[config.mk]
export PLATFORM = sky130hd
export DESIGN_NAME = touch_long_press_detector_core
export DESIGN_NICKNAME = d
export VERILOG_FILES = /design/src/rtl/core/tlpd_pkg.sv /design/src/rtl/core/tlpd_cfg_regs.sv /design/src/rtl/core/tlpd_step.sv /design/src/rtl/core/touch_long_press_detector_core.sv
export SDC_FILE = /design/constraint.sdc
export NUM_CORES = 1
export LEC_CHECK = 0
export BUFFER_PORTS_ARGS = -buffer_cell sky130_fd_sc_hd__buf_4
export CAP_MARGIN = 20
export CORE_MARGIN = 3
export CORE_UTILIZATION = 45
export DETAILED_ROUTE_END_ITERATION = 7
export GPL_TIMING_DRIVEN = 0
export MAX_ROUTING_LAYER = met4
export PLACE_DENSITY_LB_ADDON = 0.15
export SLEW_MARGIN = 30
export SYNTH_ARGS = -nofsm -noshare
export SYNTH_HDL_FRONTEND = slang
export SYNTH_SLANG_ARGS = --single-unit
export TNS_END_PERCENT = 100
[constraint.sdc]
create_clock -name aclk -period 12.5 [get_ports aclk]
set_input_delay 0.625 -clock aclk [delete_from_list [all_inputs] [get_ports aclk]]
set_output_delay 0.625 -clock aclk [all_outputs]
set_load 0.02 [all_outputs]
[src/rtl/core/tlpd_pkg.sv]
`default_nettype none

package tlpd_pkg;

    // Coordinate and tick counter widths
    localparam int COORD_BITS = 12;
    localparam int TICK_BITS  = 16;

    // Configuration port geometry
    localparam int CFG_NUM_REGS = 6;
    localparam int CFG_IDX_W    = $clog2(CFG_NUM_REGS);
    localparam int CFG_DATA_W   = (TICK_BITS > COORD_BITS) ? TICK_BITS : COORD_BITS;

    // Stream widths: coordinates in tdata, event kind in tuser
    localparam int OP_W         = 2;
    localparam int IN_TDATA_W   = ((2 * COORD_BITS + 7) / 8) * 8;
    localparam int OUT_FIELDS_W = 2;
    localparam int OUT_TDATA_W  = ((OUT_FIELDS_W + 7) / 8) * 8;

    typedef logic [CFG_IDX_W-1:0] cfg_idx_t;

    localparam cfg_idx_t REG_AREA_LEFT      = cfg_idx_t'(0);
    localparam cfg_idx_t REG_AREA_TOP       = cfg_idx_t'(1);
    localparam cfg_idx_t REG_AREA_WIDTH     = cfg_idx_t'(2);
    localparam cfg_idx_t REG_AREA_HEIGHT    = cfg_idx_t'(3);
    localparam cfg_idx_t REG_MOVE_TOLERANCE = cfg_idx_t'(4);
    localparam cfg_idx_t REG_HOLD_TICKS     = cfg_idx_t'(5);

    localparam logic [COORD_BITS-1:0] MOVE_TOLERANCE_RST = COORD_BITS'(20);
    localparam logic [TICK_BITS-1:0]  HOLD_TICKS_RST     = TICK_BITS'(1000);

    typedef enum logic [OP_W-1:0] {
        OP_PRESS   = 2'd0,
        OP_MOVE    = 2'd1,
        OP_RELEASE = 2'd2,
        OP_TICK    = 2'd3
    } op_t;

    typedef struct packed {
        logic [COORD_BITS-1:0] area_left;
        logic [COORD_BITS-1:0] area_top;
        logic [COORD_BITS-1:0] area_width;
        logic [COORD_BITS-1:0] area_height;
        logic [COORD_BITS-1:0] move_tolerance;
        logic [TICK_BITS-1:0]  hold_ticks;
    } cfg_t;

    typedef struct packed {
        op_t                   op;
        logic [COORD_BITS-1:0] pos_x;
        logic [COORD_BITS-1:0] pos_y;
    } event_t;

    typedef struct packed {
        logic long_press;
        logic armed;
    } result_t;

endpackage

`default_nettype wire

[src/rtl/core/tlpd_cfg_regs.sv]
`default_nettype none

module tlpd_cfg_regs (
    input  wire logic                             aclk,
    input  wire logic                             aresetn,
    input  wire logic                             cfg_wr_en,
    input  wire tlpd_pkg::cfg_idx_t               cfg_wr_index,
    input  wire logic [tlpd_pkg::CFG_DATA_W-1:0]  cfg_wr_data,
    output tlpd_pkg::cfg_t                        cfg
);
    import tlpd_pkg::*;

    cfg_t cfg_reg;
    cfg_t cfg_next;

    logic [COORD_BITS-1:0] wr_coord;

    assign wr_coord = cfg_wr_data[COORD_BITS-1:0];

    // Writes past the register list fall into the default arm and are dropped
    always_comb begin
        cfg_next = cfg_reg;
        if (cfg_wr_en) begin
            case (cfg_wr_index)
                REG_AREA_LEFT:      cfg_next.area_left      = wr_coord;
                REG_AREA_TOP:       cfg_next.area_top       = wr_coord;
                REG_AREA_WIDTH:     cfg_next.area_width     = wr_coord;
                REG_AREA_HEIGHT:    cfg_next.area_height    = wr_coord;
                REG_MOVE_TOLERANCE: cfg_next.move_tolerance = wr_coord;
                REG_HOLD_TICKS:     cfg_next.hold_ticks     = cfg_wr_data[TICK_BITS-1:0];
                default: begin
                end
            endcase
        end
    end

    always_ff @(posedge aclk) begin
        if (!aresetn) begin
            cfg_reg.area_left      <= '0;
            cfg_reg.area_top       <= '0;
            cfg_reg.area_width     <= '0;
            cfg_reg.area_height    <= '0;
            cfg_reg.move_tolerance <= MOVE_TOLERANCE_RST;
            cfg_reg.hold_ticks     <= HOLD_TICKS_RST;
        end else begin
            cfg_reg <= cfg_next;
        end
    end

    assign cfg = cfg_reg;

endmodule

`default_nettype wire

[src/rtl/core/tlpd_step.sv]
`default_nettype none

module tlpd_step (
    input  wire logic             aclk,
    input  wire logic             aresetn,
    input  wire logic             step_en,
    input  wire tlpd_pkg::event_t evt,
    input  wire tlpd_pkg::cfg_t   cfg,
    output tlpd_pkg::result_t     res
);
    import tlpd_pkg::*;

    logic                  holding_reg;
    logic                  holding_next;
    logic [COORD_BITS-1:0] start_x_reg;
    logic [COORD_BITS-1:0] start_x_next;
    logic [COORD_BITS-1:0] start_y_reg;
    logic [COORD_BITS-1:0] start_y_next;
    logic [TICK_BITS-1:0]  elapsed_reg;
    logic [TICK_BITS-1:0]  elapsed_next;
    logic [TICK_BITS-1:0]  elapsed_inc;
    logic                  pulse;

    // Rectangle edges carry one extra bit so they never wrap
    logic [COORD_BITS:0]   right_edge;
    logic [COORD_BITS:0]   bottom_edge;
    logic                  in_area;
    logic [COORD_BITS-1:0] drift_x;
    logic [COORD_BITS-1:0] drift_y;
    logic                  drift_out;

    assign right_edge  = {1'b0, cfg.area_left} + {1'b0, cfg.area_width};
    assign bottom_edge = {1'b0, cfg.area_top} + {1'b0, cfg.area_height};
    assign in_area = (evt.pos_x >= cfg.area_left) && ({1'b0, evt.pos_x} <= right_edge) &&
                     (evt.pos_y >= cfg.area_top)  && ({1'b0, evt.pos_y} <= bottom_edge);

    assign drift_x = (evt.pos_x >= start_x_reg) ? (evt.pos_x - start_x_reg)
                                                : (start_x_reg - evt.pos_x);
    assign drift_y = (evt.pos_y >= start_y_reg) ? (evt.pos_y - start_y_reg)
                                                : (start_y_reg - evt.pos_y);
    assign drift_out = (drift_x > cfg.move_tolerance) || (drift_y > cfg.move_tolerance);

    // Saturate at the counter's top value
    assign elapsed_inc = (elapsed_reg == {TICK_BITS{1'b1}}) ? elapsed_reg
                                                           : elapsed_reg + 1'b1;

    always_comb begin
        holding_next = holding_reg;
        start_x_next = start_x_reg;
        start_y_next = start_y_reg;
        elapsed_next = elapsed_reg;
        pulse        = 1'b0;
        case (evt.op)
            OP_PRESS: begin
                if (in_area) begin
                    holding_next = 1'b1;
                    start_x_next = evt.pos_x;
                    start_y_next = evt.pos_y;
                    elapsed_next = '0;
                end
            end
            OP_MOVE: begin
                if (holding_reg && drift_out) begin
                    holding_next = 1'b0;
                end
            end
            OP_RELEASE: begin
                holding_next = 1'b0;
            end
            OP_TICK: begin
                if (holding_reg) begin
                    elapsed_next = elapsed_inc;
                    if (elapsed_inc >= cfg.hold_ticks) begin
                        pulse        = 1'b1;
                        holding_next = 1'b0;
                    end
                end
            end
            default: begin
            end
        endcase
    end

    always_ff @(posedge aclk) begin
        if (!aresetn) begin
            holding_reg <= 1'b0;
            start_x_reg <= '0;
            start_y_reg <= '0;
            elapsed_reg <= '0;
        end else if (step_en) begin
            holding_reg <= holding_next;
            start_x_reg <= start_x_next;
            start_y_reg <= start_y_next;
            elapsed_reg <= elapsed_next;
        end
    end

    assign res.long_press = pulse;
    assign res.armed      = holding_next;

    // A long-press pulse always disarms
    a_pulse_disarms: assert property (@(posedge aclk) disable iff (!aresetn)
        step_en && pulse |=> !holding_reg)
        else $error("long press left detector armed");

    // A press inside the rectangle arms with a cleared counter
    a_press_arms: assert property (@(posedge aclk) disable iff (!aresetn)
        step_en && evt.op == OP_PRESS && in_area |=> holding_reg && elapsed_reg == '0)
        else $error("press inside rectangle did not arm");

    // Only a press can arm
    a_only_press_arms: assert property (@(posedge aclk) disable iff (!aresetn)
        !holding_reg && !(step_en && evt.op == OP_PRESS) |=> !holding_reg)
        else $error("armed without a press");

    // A tick while armed advances the counter by one below saturation
    a_tick_counts: assert property (@(posedge aclk) disable iff (!aresetn)
        step_en && evt.op == OP_TICK && holding_reg && elapsed_reg != {TICK_BITS{1'b1}}
        |=> elapsed_reg == $past(elapsed_reg) + 1'b1)
        else $error("hold counter did not advance");

endmodule

`default_nettype wire

[src/rtl/core/touch_long_press_detector_core.sv]
`default_nettype none

// A taken request waits in the request register, which feeds the event logic;
// its answer is then held in the result register and shown on the m_ side.
// One request per cycle while m_tready stays high, so both sides stream back to back.
// Reset (aresetn low, synchronous): both stages empty, detector disarmed,
// hold counter and start point cleared, registers back to their defaults.

module touch_long_press_detector_core (
    input  wire logic                               aclk,
    input  wire logic                               aresetn,
    // Input request stream
    input  wire logic                               s_tvalid,
    output logic                                    s_tready,
    input  wire logic [tlpd_pkg::IN_TDATA_W-1:0]    s_tdata,  // pos_x, pos_y
    input  wire logic [tlpd_pkg::OP_W-1:0]          s_tuser,  // op
    // Result stream
    output logic                                    m_tvalid,
    input  wire logic                               m_tready,
    output logic [tlpd_pkg::OUT_TDATA_W-1:0]        m_tdata,  // long_press, armed, zero pad
    // Configuration write port
    input  wire logic                               cfg_wr_en,
    input  wire tlpd_pkg::cfg_idx_t                 cfg_wr_index,
    input  wire logic [tlpd_pkg::CFG_DATA_W-1:0]    cfg_wr_data
);
    import tlpd_pkg::*;

    cfg_t    cfg;
    event_t  in_evt;
    result_t step_res;

    // Request stage
    logic    in_valid_reg;
    logic    in_valid_next;
    event_t  in_evt_reg;

    // Result stage
    logic    out_valid_reg;
    logic    out_valid_next;
    result_t out_res_reg;

    logic    s_fire;
    logic    advance;

    tlpd_cfg_regs u_cfg (
        .aclk         (aclk),
        .aresetn      (aresetn),
        .cfg_wr_en    (cfg_wr_en),
        .cfg_wr_index (cfg_wr_index),
        .cfg_wr_data  (cfg_wr_data),
        .cfg          (cfg)
    );

    // Unpack the request: coordinates from tdata, event kind from tuser
    assign in_evt.op    = op_t'(s_tuser);
    assign in_evt.pos_x = s_tdata[COORD_BITS-1:0];
    assign in_evt.pos_y = s_tdata[2*COORD_BITS-1:COORD_BITS];

    // Advance the held request into the result stage whenever that stage
    // is empty or being drained this cycle.
    assign advance  = in_valid_reg && (!out_valid_reg || m_tready);
    assign s_tready = !in_valid_reg || advance;
    assign s_fire   = s_tvalid && s_tready;

    always_comb begin
        in_valid_next = in_valid_reg;
        if (s_fire) begin
            in_valid_next = 1'b1;
        end else if (advance) begin
            in_valid_next = 1'b0;
        end
    end

    always_comb begin
        out_valid_next = out_valid_reg;
        if (advance) begin
            out_valid_next = 1'b1;
        end else if (m_tready) begin
            out_valid_next = 1'b0;
        end
    end

    // Event logic updates detector state only when its request moves on
    tlpd_step u_step (
        .aclk    (aclk),
        .aresetn (aresetn),
        .step_en (advance),
        .evt     (in_evt_reg),
        .cfg     (cfg),
        .res     (step_res)
    );

    always_ff @(posedge aclk) begin
        if (!aresetn) begin
            in_valid_reg  <= 1'b0;
            out_valid_reg <= 1'b0;
        end else begin
            in_valid_reg  <= in_valid_next;
            out_valid_reg <= out_valid_next;
        end
    end

    // Payload registers: load on handshake, hold otherwise
    always_ff @(posedge aclk) begin
        if (s_fire) begin
            in_evt_reg <= in_evt;
        end
        if (advance) begin
            out_res_reg <= step_res;
        end
    end

    assign m_tvalid = out_valid_reg;
    assign m_tdata  = OUT_TDATA_W'({out_res_reg.armed, out_res_reg.long_press});

endmodule

`default_nettype wire
==> impl_metrics.env, run 1 <==
export IMPL_rows=56
export IMPL_synth_area_mux_share=0.0552
export IMPL_syn_area_um2=11000
export IMPL_dp_hpwl_um=22300
export IMPL_slowest_stage="a2111oi_1"
export IMPL_critical_path_class="reg -> reg"
export IMPL_drc=0
export IMPL_finalSetupTns_ns=0
export IMPL_largest_reg_flops=76
export IMPL_die_area_um2=26400
export IMPL_vias=9030
export IMPL_syn_to_final_growth_pct=12.8
export IMPL_slowest_delay_ns=0.70
export IMPL_end_kind="flop"
export IMPL_max_slew_margin=0.414
export IMPL_routed_wl_um=28000
export IMPL_p_seq_frac=0.413
export IMPL_fin_crit_ns=5.49
export IMPL_syn_area_per_cell_um2=8.47
export IMPL_ir_drop_uv=58.6
export IMPL_wl_per_cell_um=16.4
export IMPL_yosysWarnings=0
export IMPL_port_buffers=53
export IMPL_p_comb_frac=0.156
export IMPL_cts_buffer_depth=2
export IMPL_netlist_cell_type_count=64
export IMPL_skew_ns=0.0117
export IMPL_yosysTopAreaCell="dfxtp_1"
export IMPL_antenna_left=0
export IMPL_synthMostInstantiatedCell="nand2_1"
export IMPL_diodes=0
export IMPL_maxCapViolCount=0
export IMPL_cellLeakagePower_nw=5.19
export IMPL_synth_area_leaders="dfxtp_1, ha_1, edfxtp_1, nand2_1, mux2i_1"
export IMPL_fp_dieH_um=163
export IMPL_grt_pass1_wl_um=45800
export IMPL_path_buf_inv=2
export IMPL_synthCells=1304
export IMPL_ys_seq_elements=147
export IMPL_min_delay_path_class="in -> reg"
export IMPL_worst_pin_slew_ns=0.874
export IMPL_required_ns=12.82
export IMPL_sw_frac_of_total=0.284
export IMPL_netlist_top_cells_count="nand2_1, ha_1, dfxtp_1"
export IMPL_final_hold_violation_count=0
export IMPL_clock_sinks=147
export IMPL_cp_top_family="compound AO/OA/AOI/OAI gates"
export IMPL_finalSetupViolations=0
export IMPL_finalNetCount=1600
export IMPL_slew_viol_final=0
export IMPL_dr_pass1_iters=6
export IMPL_cp_common_cell="a21oi_1"
export IMPL_cts_buffers=17
export IMPL_ys_flop_type="dfxtp_1"
export IMPL_cp_start_kind="flop"
export IMPL_worstPathArrival_ns=5.80
export IMPL_fmax_mhz=182
export IMPL_min_period_over_period=0.439
export IMPL_cts_repair_resized=0
export IMPL_synth_top_cell_area_share=0.216
export IMPL_path_max_fanout=10
export IMPL_ys_async_sr_fraction=0
export IMPL_initialDrtViolationCount=511
export IMPL_synthAdderAreaFrac=0.196
export IMPL_cts_clk_slew_worst_paths_ns=0.07
export IMPL_drive_above_1_share=0.0825
export IMPL_synth_xor_area_frac=0.0357
export IMPL_synth_compound_area_frac=0.185
export IMPL_start_util=0.463
export IMPL_grt_max_degree=27
export IMPL_grt_setup_unrepaired="false"
export IMPL_synth_edf_count=28
export IMPL_power_internal_w=0.000879
export IMPL_clkPwrFrac=0.430
export IMPL_post_cts_repair_setup_buffers=0
export IMPL_synth_top_family_by_area="adder cells"
export IMPL_clock_root_buffer="clkbuf_16"
export IMPL_die_w_um=163
export IMPL_core_um2=23800
export IMPL_net_switching_power_w=0.000348
export IMPL_yosysSeqAreaShare=0.292
export IMPL_status="finished clean"
export IMPL_cellPowerDensity_nw_per_um2=98.6
export IMPL_ios=60
export IMPL_routabilityCongestion=0.913
export IMPL_grt_antenna_before_repair=0
export IMPL_vias_per_cell=5.27
export IMPL_grt_overflow=0
export IMPL_yosys_area_share_simple=0.176
export IMPL_grt_pass1_vias=8897
export IMPL_whs_ns=0.370
export IMPL_postCtsHoldBufs=0
export IMPL_insertion_delay_ns=0.43
export IMPL_cts_htree_levels=4
export IMPL_path_cells="ha_1, fa_1, a21oi_1, nor2b_1, a311o_1, o31ai_1, o21bai_1, a21oi_1, xor2_1, ha_1, nand2_1, o21ai_0, a21oi_1, a2111oi_1, o21ai_0, nor3b_1, buf_2, buf_4, mux2i_1, and2_1"
export IMPL_grt_util_all_layers=0.225
export IMPL_tritoncts="yes"
-- routing by layer --
layer  routed length [um]  GRT usage  vias up
met5                    0          -        -
met4                  575     0.0604        0
met3                  826     0.0336       34
met2                13000      0.364      131
met1                13700      0.296     4184
li1                     -          -     4681
-- cells by family (layout without fill, tap and decap cells) --
kind of cell / Yosys count / in the layout
fa+ha+maj: 169 / 169
flops: 147 / 147
buf+inv: 162 / 247
compound gates: 300 / 300
xor+xnor: 45 / 45
simple gates: 420 / 420
mux: 60 / 60
other cells: 1 / 6
-- per-stage QoR --
stage	instances	setup slack [ns]	total power [W]	util	cell area, um^2
final	1713	7.01	0.00123	0.523	12500
after global routing	1713	6.71	0.00128	0.523	12500
after CTS	1713	6.98	0.00124	0.523	12500
after detailed placement	1681	6.99	0.000709	0.498	11900
after global placement	1681	6.80	0.000705	0.498	11900
after floorplan	1309	8.23	0.000646	-	11100
-- layout make-up --
cell class / count / area [um^2]
Clock buffer: 18 / 429
Sequential cell: 147 / 3220
Fill cell: 2306 / 11400
Multi-Input combinational cell: 1000 / 7180
Buffer: 52 / 245
Inverter: 110 / 413
Tap cell: 319 / 399
Timing Repair Buffer: 53 / 398
Clock inverter: 14 / 165
-- power groups by stage --
| stage | clock (W) | combinational, W | sequential, W |
|---|---|---|---|
| after floorplan | 0 | 0.000133 | 0.000513 |
| after global placement | 0 | 0.000187 | 0.000518 |
| after detailed placement | 0 | 0.000191 | 0.000518 |
| after CTS | 0.000538 | 0.000193 | 0.000507 |
| after global routing | 0.000556 | 0.000218 | 0.000509 |
| final | 0.000529 | 0.000192 | 0.000507 |
-- placed cells by master, fill, tap and decap left out, types with 41 or more instances in the layout --
cell type,count
nand2_1,218
ha_1,163
dfxtp_1,119
inv_1,110
a21oi_1,75
a21boi_0,69
buf_4,61
mux2i_1,53
o21ai_0,42
clkbuf_1,41
-- path summary, 6_finish.rpt --
| kind | startpoint | to | slack, ns | cells past startpoint |
|---|---|---|---|---|
| setup / recovery | u_cfg.cfg[52] | u_step.start_x_reg[10] | 7.01 | 20 |
| hold / removal | s_tuser[1] | in_evt_reg[25] | 0.37 | 1 |
| setup reg to reg | u_cfg.cfg[52] | u_step.start_x_reg[10] | 7.01 | 20 |
| hold reg to reg | u_cfg.cfg[23] | u_cfg.cfg[23] | 0.47 | 2 |
No activity file was read; power rests on OpenSTA's default activity.
==> run 2, diff against run 1 <==
==> constraint.sdc (replaced) <==
create_clock -name aclk -period 4.4 [get_ports aclk]
set_input_delay 0.22 -clock aclk [delete_from_list [all_inputs] [get_ports aclk]]
set_output_delay 0.22 -clock aclk [all_outputs]
set_load 0.02 [all_outputs]
==> impl_metrics.env, run 2 (synthesized netlist as in run 1, its figures left out) <==
export IMPL_vias=9450
export IMPL_power_w=0.00361
export IMPL_grt_overflow=0
export IMPL_vias_per_cell=5.32
export IMPL_clock_sinks=147
export IMPL_ios=60
export IMPL_routabilityCongestion=0.913
export IMPL_seqCellArea_um2=3230
export IMPL_cellLeakagePower_nw=5.54
export IMPL_fp_dieH_um=163
export IMPL_finalSetupViolations=1
export IMPL_finalNetCount=1664
export IMPL_violations="negative setup slack"
export IMPL_diodes=0
export IMPL_die_w_um=163
export IMPL_fin_crit_ns=4.41
export IMPL_grt_setup_unrepaired="true"
export IMPL_n_fill_cell=2185
export IMPL_dp_slack_ns=-1.11
export IMPL_tritoncts="yes"
export IMPL_port_buffers=53
export IMPL_skew_ns=0.0111
export IMPL_cts_clk_slew_worst_paths_ns=0.07
export IMPL_final_hold_violation_count=0
export IMPL_die_area_um2=26400
export IMPL_wl_per_cell_um=17.0
export IMPL_largest_reg_flops=76
export IMPL_critical_path_class="reg -> reg"
export IMPL_dpl_instance_area_um2=11900
export IMPL_worst_pin_slew_ns=0.788
export IMPL_insertion_delay_ns=0.43
export IMPL_cp_start_kind="flop"
export IMPL_maxCapViolCount=0
export IMPL_path_max_fanout=7
export IMPL_required_ns=4.76
export IMPL_reg2regPathDepth=20
export IMPL_min_period_over_period=1.00
export IMPL_routed_wl_um=30100
export IMPL_cts_buffers=17
export IMPL_cellPowerDensity_nw_per_um2=268
export IMPL_grt_pass1_wl_um=47400
export IMPL_stdcell_area_um2=13500
export IMPL_fin_ws_ns=-0.0124
export IMPL_cts_htree_levels=4
export IMPL_whs_ns=0.0213
export IMPL_core_um2=23800
export IMPL_grt_util_all_layers=0.233
export IMPL_worstPathArrival_ns=4.77
export IMPL_status="finished, violations left"
export IMPL_final_cell_mix="nand2_1, ha_1, dfxtp_1"
export IMPL_clock_root_buffer="clkbuf_16"
export IMPL_fmax_mhz=227
export IMPL_start_util=0.463
export IMPL_end_kind="flop"
export IMPL_dr_pass1_iters=5
export IMPL_antenna_left=0
export IMPL_rows=56
export IMPL_syn_to_final_growth_pct=21.9
export IMPL_drive_above_1_share=0.152
export IMPL_holdPathStages=3
export IMPL_multiInputGateArea_um2=7550
export IMPL_initialDrtViolationCount=522
export IMPL_cts_buffer_depth=2
export IMPL_grt_pass1_vias=9177
export IMPL_min_delay_path_class="in -> reg"
export IMPL_drc=0
export IMPL_dp_hpwl_um=22300
export IMPL_max_slew_margin=0.475
export IMPL_grt_max_degree=27
export IMPL_slew_viol_final=0
export IMPL_final_common_cell="nand2_1"
export IMPL_ir_drop_uv=167
export IMPL_grt_antenna_before_repair=0
## run 2: area by class of cell
type,instances,area share
Clock inverter,14,0.0123
Clock buffer,18,0.0319
Timing Repair Buffer,125,0.0767
Sequential cell,147,0.240
Tap cell,319,0.0297
Multi-Input combinational cell,1000,0.561
Buffer,44,0.0177
Inverter,110,0.0307
## run 2: through the flow
step,instances,TNS (ns),util
CTS,1760,0,0.546
floorplan,1309,0,-
finish,1777,-0.0124,0.565
detailed placement,1681,-36.86,0.498
global route,1777,-1.22,0.565
global placement,1681,-44.02,0.498
## run 2: path summary, 6_finish.rpt
kind / slack, ns / from / to
max reg2reg: -0.01 / in_evt_reg[18] / u_step.holding_reg
max: -0.01 / in_evt_reg[18] / u_step.holding_reg
min: 0.02 / s_tvalid / in_valid_reg
min reg2reg: 0.47 / u_cfg.cfg[19] / u_cfg.cfg[19]
## run 2: layer usage
layer	routed length, um	global-route usage	part of all wire
met5	0	-	0
met4	826	0.0715	0.027
met2	14200	0.379	0.47
met3	1210	0.0346	0.040
met1	13900	0.302	0.46
## run 2: critical path, stage by stage (launching register included)
cell and delay [ns]:
edfxtp_1 0.44, inv_1 0.09, ha_1 0.45, nand4_1 0.17, o211ai_1 0.27, a21oi_2 0.06
a311oi_2 0.35, a21oi_2 0.15, buf_4 0.16, a211oi_1 0.19, a21oi_1 0.08, xor2_1 0.23
ha_1 0.28, a21o_1 0.18, a21oi_2 0.13, nor2_1 0.06, a211oi_2 0.17, o221ai_2 0.15
a211oi_4 0.42, o21ai_1 0.13, a21oi_1 0.17
## run 2: power breakdown
group / total [W] / switching [W] / internal, W
registers: 0.00144 / 0.0000303 / 0.00141
logic: 0.000667 / 0.000360 / 0.000306
clock network: 0.00151 / 0.000652 / 0.000856
total: 0.00361 / 0.00104 / 0.00257
## run 2: timing repair
item / in CTS / in global routing
pin swaps: 15 / 49
endpoints found under the setup margin: 42 / 42
gates resized for setup: 29 / 66
hold buffers: 26 / 0
gates cloned: 0 / 1
hold endpoints to repair: 26 / 0
buffers inserted: 26 / 20
==> run 3, diff against run 2 <==
--- a/config.mk
+++ b/config.mk
@@ -5,6 +5,7 @@
 export SDC_FILE = /design/constraint.sdc
 export NUM_CORES = 1
 export LEC_CHECK = 0
+export ABC_AREA = 1
 export BUFFER_PORTS_ARGS = -buffer_cell sky130_fd_sc_hd__buf_4
 export CAP_MARGIN = 20
 export CORE_MARGIN = 3
==> impl_metrics.env, run 3 <==
export IMPL_drive_above_1_share=0.0795
export IMPL_grt_pass1_wl_um=49300
export IMPL_fmax_mhz=247
export IMPL_vias_per_cell=5.20
export IMPL_clock_sinks=147
export IMPL_grt_overflow=0
export IMPL_routed_wl_um=30700
export IMPL_initialDrtViolationCount=593
export IMPL_cp_top_family="adder cells"
export IMPL_yosysSeqAreaShare=0.289
export IMPL_r2r_start="in_evt_reg[12]"
export IMPL_slew_viol_final=0
export IMPL_whs_ns=0.0619
export IMPL_worstPathArrival_ns=4.24
export IMPL_cp_start_kind="flop"
export IMPL_synth_area_leaders="dfxtp_1, ha_1, nand2_1, a21oi_1, inv_1"
export IMPL_min_period_over_period=0.919
export IMPL_slowest_delay_ns=0.46
export IMPL_ios=60
export IMPL_cts_buffer_depth=2
export IMPL_insertion_delay_ns=0.44
export IMPL_netlist_cell_type_count=53
export IMPL_antenna_left=0
export IMPL_hold_end="u_cfg.cfg[13]"
export IMPL_ys_async_sr_fraction=0
export IMPL_path_depth=22
export IMPL_max_slew_margin=0.511
export IMPL_path_buf_inv=7
export IMPL_final_common_cell="nand2_1"
export IMPL_synthCells=1532
export IMPL_grt_pass1_vias=9751
export IMPL_port_buffers=53
export IMPL_ir_drop_uv=188
export IMPL_cellPowerDensity_nw_per_um2=288
export IMPL_min_delay_path_class="in -> reg"
export IMPL_fp_dieH_um=163
export IMPL_routabilityCongestion=0.964
export IMPL_wl_per_cell_um=15.6
export IMPL_netlist_top_cells_count="nand2_1, inv_1, a21oi_1"
export IMPL_fin_util=0.536
export IMPL_synth_top_cell_area_share=0.214
export IMPL_syn_area_um2=11100
export IMPL_maxCapViolCount=0
export IMPL_tritoncts="yes"
export IMPL_end_kind="flop"
export IMPL_skew_ns=0.0255
export IMPL_vias=10200
export IMPL_yosysTopAreaCell="dfxtp_1"
export IMPL_syn_to_final_growth_pct=15.0
export IMPL_start_util=0.466
export IMPL_min_from="cfg_wr_data[13]"
export IMPL_power_w=0.00369
export IMPL_ys_seq_elements=147
export IMPL_r2r_setup_slack_ns=0.36
export IMPL_yosysWarnings=0
export IMPL_rows=56
export IMPL_cts_clk_slew_worst_paths_ns=0.08
export IMPL_die_w_um=163
export IMPL_final_hold_violation_count=0
export IMPL_grt_max_degree=27
export IMPL_dp_slack_ns=0.372
export IMPL_worst_pin_slew_ns=0.730
export IMPL_dp_hpwl_um=23700
export IMPL_drc=0
export IMPL_finalSetupViolations=0
export IMPL_status="finished clean"
export IMPL_holdPathStages=3
export IMPL_rr_endpoint="m_tdata[1]"
export IMPL_path_max_fanout=10
export IMPL_finalNetCount=1854
export IMPL_slowest_stage="edfxtp_1"
export IMPL_final_cell_mix="nand2_1, inv_1, a21oi_1"
export IMPL_cts_htree_levels=4
export IMPL_required_ns=4.59
export IMPL_ys_flop_type="dfxtp_1"
export IMPL_critical_path_class="reg -> reg"
export IMPL_grt_setup_unrepaired="false"
export IMPL_core_um2=23900
export IMPL_synthMostInstantiatedCell="nand2_1"
export IMPL_clock_root_buffer="clkbuf_16"
export IMPL_fin_crit_ns=4.04
export IMPL_grt_antenna_before_repair=0
export IMPL_grt_util_all_layers=0.241
export IMPL_fin_ws_ns=0.356
export IMPL_die_area_um2=26700
export IMPL_largest_reg_flops=76
export IMPL_cp_common_cell="inv_1"
export IMPL_diodes=0
export IMPL_cts_buffers=17
export IMPL_path_cells="inv_1, ha_1, inv_1, fa_1, a21oi_1, inv_1, nand3_1, nand3_2, buf_2, o21ai_0, xor2_1, inv_1, ha_1, inv_1, o31ai_1, nand3_1, nand3_1, nand2_1, nand3b_1, nand3_1, nand2_1, inv_1"
export IMPL_syn_area_per_cell_um2=7.27
export IMPL_synth_edf_count=28
export IMPL_reg2regPathDepth=22
export IMPL_dr_pass1_iters=7
export IMPL_finalSetupTns_ns=0
export IMPL_cellLeakagePower_nw=5.87
## run 3: cells by family (layout without fill, tap and decap cells)
kind of cell               count (synthesis)  after routing  share of synthesized area
AOI/OAI and AO/OA                        354            354                      0.173
xor gates and xnor gates                  47             47                     0.0370
adders and majority gates                169            169                      0.194
buffers and inverters                    288            399                      0.104
DFF                                      147            147                      0.289
muxes                                      3              3                    0.00292
other                                      1              6                   0.000337
and+or+nand+nor                          523            523                      0.199
## run 3: stage by stage
stage	instances	area, um^2
final	1967	12800
after global routing	1967	12800
after CTS	1967	12800
after detailed placement	1909	12000
after global placement	1909	12000
after floorplan	1537	11200
## run 3: power breakdown
group          internal, W  switching (W)
logic             0.000283       0.000439
registers          0.00142      0.0000490
clock network     0.000811       0.000686
## run 3: cell type report
cell class                      instances  area, um^2
Buffer                                 45         249
Timing Repair Buffer                   79         658
Multi-Input combinational cell       1102        6780
Fill cell                            2340       11100
Inverter                              243         912
Tap cell                              319         399
Clock buffer                           18         429
Sequential cell                       147        3220
Clock inverter                         14         160
## run 3: tightest hold or removal path, delay by kind of cell
kind                   cells  cell delay (ns)
AO/OA/AOI/OAI              2             0.17
buffers and inverters      1             0.07
## run 3: how the worst max path moves through the flow
stage | start | end | slack (ns)
2_1_floorplan | in_evt_reg[12] | m_tdata[1] | 1.14
3_3_place_gp | in_evt_reg[12] | m_tdata[1] | 0.39
3_5_place_dp | in_evt_reg[0] | m_tdata[1] | 0.37
4_1_cts | in_evt_reg[0] | u_step.holding_reg | 0.32
5_1_grt | in_evt_reg[12] | u_step.holding_reg | 0.04
6_report | in_evt_reg[12] | m_tdata[1] | 0.36
## run 3: per-layer routing
metal,global-route usage,part of all wire
met4,0.0711,0.026
met1,0.316,0.47
met5,-,0
met2,0.390,0.46
met3,0.0309,0.046
## run 3: repair_timing
action                     CTS  global route
hold endpoints to repair    26             0
hold buffers                26             0
setup endpoints to repair    0             2
gates resized for setup      0             2
setup buffers                0             0
